<file path="src/sv/dctss_pkg.sv">
`timescale 1ns / 1ps

package dctss_pkg;

    typedef enum logic
    {
        CMD_SAMPLE = 1'b0,
        CMD_TICK   = 1'b1
    } cmd_t;

    localparam logic [1:0] DIGIT_LETTER    = 2'd0;
    localparam logic [1:0] DIGIT_TENS      = 2'd1;
    localparam logic [1:0] DIGIT_HUNDREDS  = 2'd2;
    localparam logic [1:0] DIGIT_THOUSANDS = 2'd3;

    localparam logic [15:0] TOGGLE_PERIOD_RESET = 16'd500;

    localparam logic [7:0] SEG_LETTER_C = 8'h39;
    localparam logic [7:0] SEG_DOT      = 8'h80;

    localparam logic [7:0] SEG_DIGIT [10] = '{
        8'h3F, 8'h06, 8'h5B, 8'h4F, 8'h66, 8'h6D, 8'h7D, 8'h07, 8'h7F, 8'h6F
    };

    // Shown digits of a saturated reading: thousands, hundreds, tens.
    localparam logic [11:0] BCD_SATURATED = 12'h999;

    typedef logic [11:0] bcd_table_t [256];

    // Samples 0..255 scaled to hundredths of a degree, clamped at 9999.
    function automatic bcd_table_t build_bcd_table();
        bcd_table_t t;
        int v;
        for (int i = 0; i < 256; i++)
        begin
            v = (50000 * i) / 1023;
            if (v > 9999)
            begin
                v = 9999;
            end
            t[i] = {4'((v / 1000) % 10), 4'((v / 100) % 10), 4'((v / 10) % 10)};
        end
        return t;
    endfunction

    localparam bcd_table_t BCD_TABLE = build_bcd_table();

endpackage

</file>
<file path="src/sv/dual_channel_temp_seven_segment_scan_core.sv">
`timescale 1ns / 1ps

// Two-channel thermometer scan core for a four-digit common-cathode display.
// Each item is either a converter sample (stored, no result) or a scan tick
// (one result: segment pattern, active-low digit enable, LED levels). One item
// is accepted per clock; an item passes an input register, one pass of table
// lookup and digit selection, and a result register, which takes a tick's result
// as the tick leaves the input register; a held result stalls ticks, not samples.
// Readings of 100.00 degrees or more show
// as 99.9 with the letter C. cfg_ready is always high; toggle_period (reset
// 500, 0 acts as 65536) sets the ticks between swaps of the shown channel.
module dual_channel_temp_seven_segment_scan_core
    import dctss_pkg::*;
(
    input  logic        clk,
    input  logic        rst_n,

    input  logic        item_valid,
    output logic        item_stall,
    input  logic        cmd,
    input  logic        channel,
    input  logic [9:0]  sample_value,

    output logic        result_valid,
    input  logic        result_stall,
    output logic [7:0]  segments,
    output logic [3:0]  digit_enables_n,
    output logic        led_first,
    output logic        led_second,

    input  logic        cfg_valid,
    output logic        cfg_ready,
    input  logic [15:0] cfg_data
);

    logic        s1_valid_reg;
    logic        s1_cmd_reg;
    logic        s1_channel_reg;
    logic [9:0]  s1_sample_reg;

    logic [15:0] toggle_period_reg;
    logic [9:0]  sample_zero_reg;
    logic [9:0]  sample_one_reg;
    logic [1:0]  scan_index_reg;
    logic [1:0]  scan_index_next;
    logic [15:0] tick_count_reg;
    logic [15:0] tick_count_next;
    logic        show_first_reg;
    logic        show_first_next;

    logic        result_valid_reg;
    logic [7:0]  segments_reg;
    logic [3:0]  digit_enables_n_reg;
    logic        led_first_reg;

    logic        out_free;
    logic        fire;
    logic        fire_tick;
    logic        fire_sample;
    logic [9:0]  shown_sample;
    logic [11:0] bcd;
    logic [7:0]  pattern;
    logic [15:0] tick_inc;

    assign cfg_ready = 1'b1;

    assign out_free    = !result_valid_reg || !result_stall;
    assign fire        = s1_valid_reg && ((s1_cmd_reg == CMD_SAMPLE) || out_free);
    assign fire_tick   = fire && (s1_cmd_reg == CMD_TICK);
    assign fire_sample = fire && (s1_cmd_reg == CMD_SAMPLE);
    assign item_stall  = s1_valid_reg && !fire;

    assign shown_sample = show_first_reg ? sample_zero_reg : sample_one_reg;
    assign bcd = (shown_sample[9:8] != 2'd0) ? BCD_SATURATED
                                             : BCD_TABLE[shown_sample[7:0]];

    always_comb
    begin
        case (scan_index_reg)
            DIGIT_LETTER:    pattern = SEG_LETTER_C;
            DIGIT_TENS:      pattern = SEG_DIGIT[bcd[3:0]];
            DIGIT_HUNDREDS:  pattern = SEG_DIGIT[bcd[7:4]] | SEG_DOT;
            DIGIT_THOUSANDS: pattern = SEG_DIGIT[bcd[11:8]];
            default:         pattern = SEG_LETTER_C;
        endcase
    end

    // Count wraps at 65536, so a period of zero matches only on the wrap.
    assign tick_inc = tick_count_reg + 16'd1;

    always_comb
    begin
        scan_index_next = scan_index_reg;
        tick_count_next = tick_count_reg;
        show_first_next = show_first_reg;
        if (fire_tick)
        begin
            scan_index_next = scan_index_reg + 2'd1;
            if (tick_inc == toggle_period_reg)
            begin
                tick_count_next = 16'd0;
                show_first_next = !show_first_reg;
            end
            else
            begin
                tick_count_next = tick_inc;
            end
        end
    end

    always_ff @(posedge clk or negedge rst_n)
    begin
        if (!rst_n)
        begin
            s1_valid_reg      <= 1'b0;
            toggle_period_reg <= TOGGLE_PERIOD_RESET;
            sample_zero_reg   <= 10'd0;
            sample_one_reg    <= 10'd0;
            scan_index_reg    <= 2'd0;
            tick_count_reg    <= 16'd0;
            show_first_reg    <= 1'b1;
            result_valid_reg  <= 1'b0;
        end
        else
        begin
            if (!item_stall)
            begin
                s1_valid_reg <= item_valid;
            end
            if (cfg_valid && cfg_ready)
            begin
                toggle_period_reg <= cfg_data;
            end
            if (fire_sample)
            begin
                if (s1_channel_reg)
                begin
                    sample_one_reg <= s1_sample_reg;
                end
                else
                begin
                    sample_zero_reg <= s1_sample_reg;
                end
            end
            scan_index_reg <= scan_index_next;
            tick_count_reg <= tick_count_next;
            show_first_reg <= show_first_next;
            if (out_free)
            begin
                result_valid_reg <= fire_tick;
            end
        end
    end

    always_ff @(posedge clk)
    begin
        if (!item_stall)
        begin
            s1_cmd_reg     <= cmd;
            s1_channel_reg <= channel;
            s1_sample_reg  <= sample_value;
        end
        if (fire_tick)
        begin
            segments_reg        <= pattern;
            digit_enables_n_reg <= ~(4'b0001 << scan_index_reg);
            led_first_reg       <= show_first_reg;
        end
    end

    assign result_valid    = result_valid_reg;
    assign segments        = segments_reg;
    assign digit_enables_n = digit_enables_n_reg;
    assign led_first       = led_first_reg;
    assign led_second      = !led_first_reg;

    // A new result transaction only follows a tick leaving the input register.
    assert property (@(posedge clk) disable iff (!rst_n)
        $rose(result_valid) |-> $past(s1_valid_reg && (s1_cmd_reg == CMD_TICK)))
        else $error("result without a tick");

    assert property (@(posedge clk) disable iff (!rst_n)
        result_valid |-> ($countones(~digit_enables_n) == 1))
        else $error("digit enable not one-cold");

    assert property (@(posedge clk) disable iff (!rst_n)
        fire_tick |=> (scan_index_reg == 2'($past(scan_index_reg) + 2'd1)))
        else $error("scan index did not advance");

    assert property (@(posedge clk) disable iff (!rst_n)
        fire_sample |=> ($stable(scan_index_reg) && $stable(tick_count_reg)
                         && $stable(show_first_reg)))
        else $error("sample disturbed scan state");

    assert property (@(posedge clk) disable iff (!rst_n)
        (result_valid && result_stall) |-> !fire_tick)
        else $error("tick fired into a held result");

endmodule

</file>
<file path="config.mk">
export PLATFORM = sky130hd
export DESIGN_NAME = dual_channel_temp_seven_segment_scan_core
export DESIGN_NICKNAME = d
export VERILOG_FILES = /design/src/sv/dctss_pkg.sv /design/src/sv/dual_channel_temp_seven_segment_scan_core.sv
export SDC_FILE = /design/constraint.sdc
export NUM_CORES = 1
export LEC_CHECK = 0
export CORE_MARGIN = 2
export CORE_UTILIZATION = 50
export CTS_CLUSTER_DIAMETER = 80
export CTS_CLUSTER_SIZE = 28
export DETAILED_ROUTE_END_ITERATION = 8
export DONT_BUFFER_PORTS = 1
export PLACE_DENSITY = 0.76
export SKIP_LAST_GASP = 1
export SYNTH_ARGS = -nofsm -noshare
export SYNTH_HDL_FRONTEND = slang
export SYNTH_SLANG_ARGS = --single-unit
</file>
<file path="constraint.sdc">
create_clock -name clk -period 5.7 [get_ports clk]
set_input_delay 0.285 -clock clk [delete_from_list [all_inputs] [get_ports clk]]
set_output_delay 0.285 -clock clk [all_outputs]
set_load 0.01 [all_outputs]
</file>
Word level (Yosys, flattened, before mapping)
Memories as Yosys holds them, arrays and structs flattened.
Cells that the tools add are included.
{ "op_classes": {"n_div": 0, "n_reduce_logical": 16, "bitwise": 7, "n_mux": 12, "mul": 0, "shift": 1, "n_eq_ne": 4, "n_lt_le_gt_ge": 4, "add_sub_neg": 2} }
{ "ops": {"columns": ["operator", "count"], "rows": [
  ["two-way mux 12 bit", 3],
  ["two-way mux 8 bit", 4],
  ["one-hot mux 8 bit (4 select lines)", 1],
  ["adder 16 x 1 -> 16 bit, second input constant", 1],
  ["== test 16 bit", 1],
  ["two-way mux 16 bit", 1],
  ["greater-or-equal comparator 5 bit, second input constant", 3],
  ["NOT 4 -> 5 bit", 3],
  ["two-way mux 7 bit", 2],
  ["two-way mux 10 bit", 1],
  ["greater-or-equal comparator 9 bit, second input constant", 1],
  ["NOT 8 -> 9 bit", 1],
  ["AND reduction 2 bit", 3],
  ["zero test 1 bit", 5],
  ["== test 2 bit, second input constant", 2],
  ["logical AND 1 bit", 4],
  ["NOT 4 bit", 1],
  ["left shift 1 x 2 -> 4 bit, first input constant", 1],
  ["adder 2 x 1 -> 2 bit, second input constant", 1],
  ["== test 2 x 1 -> 1 bit, second input constant", 1],
  ["zero test 2 bit", 1],
  ["logical OR 1 bit", 2],
  ["NOT 1 bit", 2],
  ["nonzero test 2 bit", 1]
]} }
{ "word_totals": {"elab_cells": 64, "output_inout_bits": 17, "romBits": 3456, "latchBits": 0, "regBits": 82, "mem_count": 4, "ramBits": 0} }
{ "mem_list": {"columns": ["memory", "words", "word_bits", "read_ports", "rd_clocked_by_memory_dff", "write_ports", "line_no", "text"], "rows": [
  ["(name not given)", 256, 12, 1, 0, 0, "dual_channel_temp_seven_segment_scan_core.sv:75", ": BCD_TABLE[shown_sample[7:0]];"],
  ["(name not given)", 16, 8, 1, 0, 0, "dual_channel_temp_seven_segment_scan_core.sv:83", "DIGIT_THOUSANDS: pattern = SEG_DIGIT[bcd[11:8]];"],
  ["(name not given)", 16, 8, 1, 0, 0, "dual_channel_temp_seven_segment_scan_core.sv:82", "DIGIT_HUNDREDS: pattern = SEG_DIGIT[bcd[7:4]] | SEG_DOT;"],
  ["(name not given)", 16, 8, 1, 0, 0, "dual_channel_temp_seven_segment_scan_core.sv:81", "DIGIT_TENS: pattern = SEG_DIGIT[bcd[3:0]];"]
]} }

Logic depth before layout (Yosys ltp)
{ "logic_depth": {"word_depth": 11, "ltp_mapped": 19, "ltp_nobuf": 15} }

Least setup slack after synthesis
No wires, ideal clock.
{ "synth_path": {"path_kind": "register -> register", "start": "reg show_first_reg", "end": "reg segments_reg[1], in the netlist segments[1], data pin", "path_buffers": 3, "setup_slack_ps": 1257, "stages_incl_launch_ff": 16, "arrival_ps": 4164, "cell_sequence": "dfstp_2 > buf_4 > buf_6 > buf_2 > mux2i_1 > inv_1 > ha_1 > or2_2 > a21oi_1 > nor2_1 > xnor2_1 > a221o_1 > a32oi_1 > ha_1 > o41ai_1 > o221ai_1"} }
{ "synth_via": {"elab_chain_cells": 11} }
{ "synth_rtl": {"columns": ["item", "line_no", "text"], "rows": [
  ["from (decl)", "dual_channel_temp_seven_segment_scan_core.sv:48", "logic show_first_reg;"],
  ["from (signal assigned)", "dual_channel_temp_seven_segment_scan_core.sv:147", "show_first_reg <= show_first_next;"],
  ["two-way mux 10 bit *", "dual_channel_temp_seven_segment_scan_core.sv:73", "assign shown_sample = show_first_reg ? sample_zero_reg : sample_one_reg;"],
  ["NOT 8 -> 9 bit (not written as such)", "dual_channel_temp_seven_segment_scan_core.sv:75", null],
  ["memory read (256 x 12 bit)", null, null],
  ["two-way mux 12 bit (not written as such) (2 in series)", "dual_channel_temp_seven_segment_scan_core.sv:75", null],
  ["two-way mux 12 bit *", "dual_channel_temp_seven_segment_scan_core.sv:74", "assign bcd = (shown_sample[9:8] != 2'd0) ? BCD_SATURATED"],
  ["NOT 4 -> 5 bit, on equally long branches", "dual_channel_temp_seven_segment_scan_core.sv:83, dual_channel_temp_seven_segment_scan_core.sv:81, dual_channel_temp_seven_segment_scan_core.sv:82", null],
  ["memory read (16 x 8 bit), on equally long branches", null, null],
  ["two-way mux 8 bit (not written as such), or another cell as far along (2 in series)", "dual_channel_temp_seven_segment_scan_core.sv:83", null],
  ["one-hot mux 8 bit (4 select lines) *", "dual_channel_temp_seven_segment_scan_core.sv:79", "case (scan_index_reg)"],
  ["net pattern[1]", "dual_channel_temp_seven_segment_scan_core.sv:62", "logic [7:0] pattern;"],
  ["to (signal assigned)", "dual_channel_temp_seven_segment_scan_core.sv:165", "segments_reg <= pattern;"],
  ["to (decl)", "dual_channel_temp_seven_segment_scan_core.sv:52", "logic [7:0] segments_reg;"]
]} }
Mark *: on every way through the listed nets, which the timed path passes. The rest lies on a longest branch. The select of a mux whose other input is x is not followed.
A chain may end at the register's enable or synchronous reset.

Final worst setup path
{ "layout_path": {"start": "reg show_first_reg", "end": "reg segments_reg[6], in the netlist segments[6], data pin"} }
The elaborated chain is that of the path after synthesis.

==> run metrics <==
WP buf/inv=2; initial DRC count=~780; max incr delay on CP=between 0.6 and 0.7 ns; Setup CP Type=flip-flop to flip-flop; post-synthesis mux area share=0.101; RD Place Congestion=1.03; Inst Count DP=between 800 and 900; fraction of the mapped netlist area in simple logic gates=0.153; status=completed; sw power=1230 uW; pin count of the biggest net entering global routing=58; Post-DP HPWL=roughly 13000 um; fin. max-slew vios=0; Die Y-Extent=119 um; total track usage=0.268; initial antenna violation count=0; core area=approximately 13000 um^2; Post-Syn Instances=740; Wirelength per Cell=approximately 21 um; Filler Cells Inserted=between 1000 and 1500; Static Leak=0.00274 uW; CP startpoint kind=flip-flop; required time of the critical path=a little under 6 ns; I/O Buffers=0; setup total negative slack=0 ns; htree depth=3; asr flop ratio synth=0.695; IO Pins=50; number of flops mapped to enable cells by yosys=25; first-pass GRT wire length=between 30000 and 40000 um; drt first pass iters=5; Logic pwr share=0.482; Slowest-stage cell, CP=mux2i_1; worst vdd ir=328 uV; CTS tree=built; largest family of logic cells by synthesized area=compound AO/OA/AOI/OAI gates; Root Buffer Master=clkbuf_16; GRT Residual Overflow=0; cells along the critical path=mux2i_1, inv_1, ha_1, or2_2, a21oi_1, nor2_1, xnor2_1, a221o_1, a32oi_1, inv_1, ha_1, a211oi_1, o31ai_1, a31o_2, o31ai_1; Synth Area in Adders=0.0786; Die Area=about 14000 um^2; clock sinks=82; yosys warns=0; final setup fails=0; Clk Latency, worst-skew pair=roughly 0.34 ns; final wirelength=~19000 um; Clock power frac=0.208; vias per cell=between 6 and 7; Layout area overhead=6.49%; Max Freq=210 MHz; vias in the first global route=approximately 5700; Synth cell types=83; CP Capture Type=flip-flop; pre-CTS WS=1.10 ns; PwrDens=a little under 400 nW/um^2; CTS Buffer Depth=2; post-route antenna net violation count=0; setup slack after layout=roughly 0.95 ns; ant diodes=0; DR DRC count=0; Final Hold Violating Endpoints=0; cell family with most CP delay=compound AO/OA/AOI/OAI gates; Synth Register Bits=82; Min-Delay Path Class=input port to flip-flop; Avg Cell Area, Syn=8.99 um^2; CTS buffer count=9; clock transition at the registers of the reported paths=0.06 ns; Sw Ratio=0.439; NumNets Final=790; clock skew=between 0.008 and 0.009 ns; Finished Layout Cells=approximately 900; post-route minimum period=approximately 4.8 ns; Die W=approximately 120 um; Post-Synth XOR/XNOR Area=0.0329; post-route clock period utilization=0.834; sequential share of the synthesized area=0.329; via count=5997; relative max-transition margin=0.275; Synth Area in Compound Gates=0.247; Initial Util=0.506; synthesized area=around 6700 um^2; share of layout cells above drive strength 1=0.147; internal cell power=~1600 uW; Post-synth top flop=dfrtp_1; CP max FO=8; max-cap violations=0; Synthesized Nets=approximately 800; row cnt=42; WP data arrival=roughly 4.9 ns; Seq pwr share=0.310; unrepaired setup endpoints after global routing=false; Worst-Margin Slew=1.07 ns
[cell families after synthesis]
family,count (synthesis)
xor gates and xnor gates,25
buffers and inverters,89
and+or+nand+nor,204
AOI/OAI and AO/OA,237
adders and majority gates,42
DFF,82
other,1
muxes,60
[final timing paths]
kind,to,slack (ns),start,cells past startpoint
setup / recovery,segments[6],0.95,show_first_reg,15
hold / removal,s1_cmd_reg,0.04,cmd,0
setup reg to reg,segments[6],0.95,show_first_reg,15
hold reg to reg,sample_one_reg[7],0.50,s1_sample_reg[7],1
max in group asynchronous,toggle_period_reg[4],4.95,rst_n,2
min in group asynchronous,scan_index_reg[1],0.44,rst_n,2
[what timing repair did]
item | 4_1_cts | 5_1_grt
hold endpoints to repair | 57 | 1
hold buffers | 2 | 1
gates resized for setup | 0 | 0
buffers inserted | 0 | 0
[routing by layer]
layer / track usage / vias to the layer above / part of all wire
li1: - / 2743 / -
met1: 0.368 / 2875 / 0.44
met2: 0.402 / 298 / 0.45
met3: 0.0489 / 81 / 0.070
met4: 0.140 / 0 / 0.044
met5: 0 / - / 0
[power by group through the flow]
stage | Clock (uW) | Combinational (uW) | Sequential (uW)
after detailed placement | 0 | 1280 | 875
final | 581 | 1350 | 867
after CTS | 590 | 1300 | 864
after global placement | 0 | 1270 | 868
after global routing | 614 | 1460 | 887
after floorplan | 0 | 1000 | 808
[through the flow]
stage                     power (uW)  utilization  cell area [um^2]  hold WS (ns)
after floorplan                 1810            -              6650       -0.0106
after global placement          2140        0.512              6730      -0.00959
after detailed placement        2160        0.512              6730      -0.00991
after CTS                       2760        0.538              7070       0.00596
after global routing            2960        0.539              7080        0.0223
final                           2790        0.539              7080        0.0357
[synthesized netlist by cell type (all sizes together), types with 8 or more instances]
library cell,instances,share of area
dfrtp,50,0.19
clkbuf,24,0.014
a31oi,12,0.011
buf,26,0.023
ha,41,0.077
edfxtp,25,0.11
inv,37,0.021
o211ai,14,0.016
a211oi,15,0.017
mux2,43,0.073
nor3,19,0.015
nand3,34,0.026
o221ai,8,0.011
mux2i,17,0.028
nand2,60,0.034
a21oi,49,0.037
o21ai,48,0.036
nor2,43,0.024
xnor2,18,0.024
a21o,8,0.0090
o22ai,11,0.010
[cell type report]
cell class                      instances  area [um^2]  share of cell area
Tap cell                              176          220              0.0311
Clock buffer                           11          264              0.0373
Multi-Input combinational cell        569         4090               0.577
Timing Repair Buffer                   15          138              0.0194
Inverter                               39          146              0.0207
Clock inverter                          5         41.3             0.00583
Sequential cell                        82         2190               0.309
[cells in the final DEF (no fill, tap or decap), types with 15 or more instances in the layout]
master,Yosys,layout
inv_1,35,35
a211oi_1,15,15
o21ai_0,47,47
nand3_1,33,33
nor3_1,18,18
xnor2_1,18,18
a21oi_1,48,48
ha_1,41,41
edfxtp_1,25,25
nor2_1,43,43
mux2_2,43,43
nand2_1,60,60
dfrtp_1,50,50
Power figures use the tool's default switching activity.
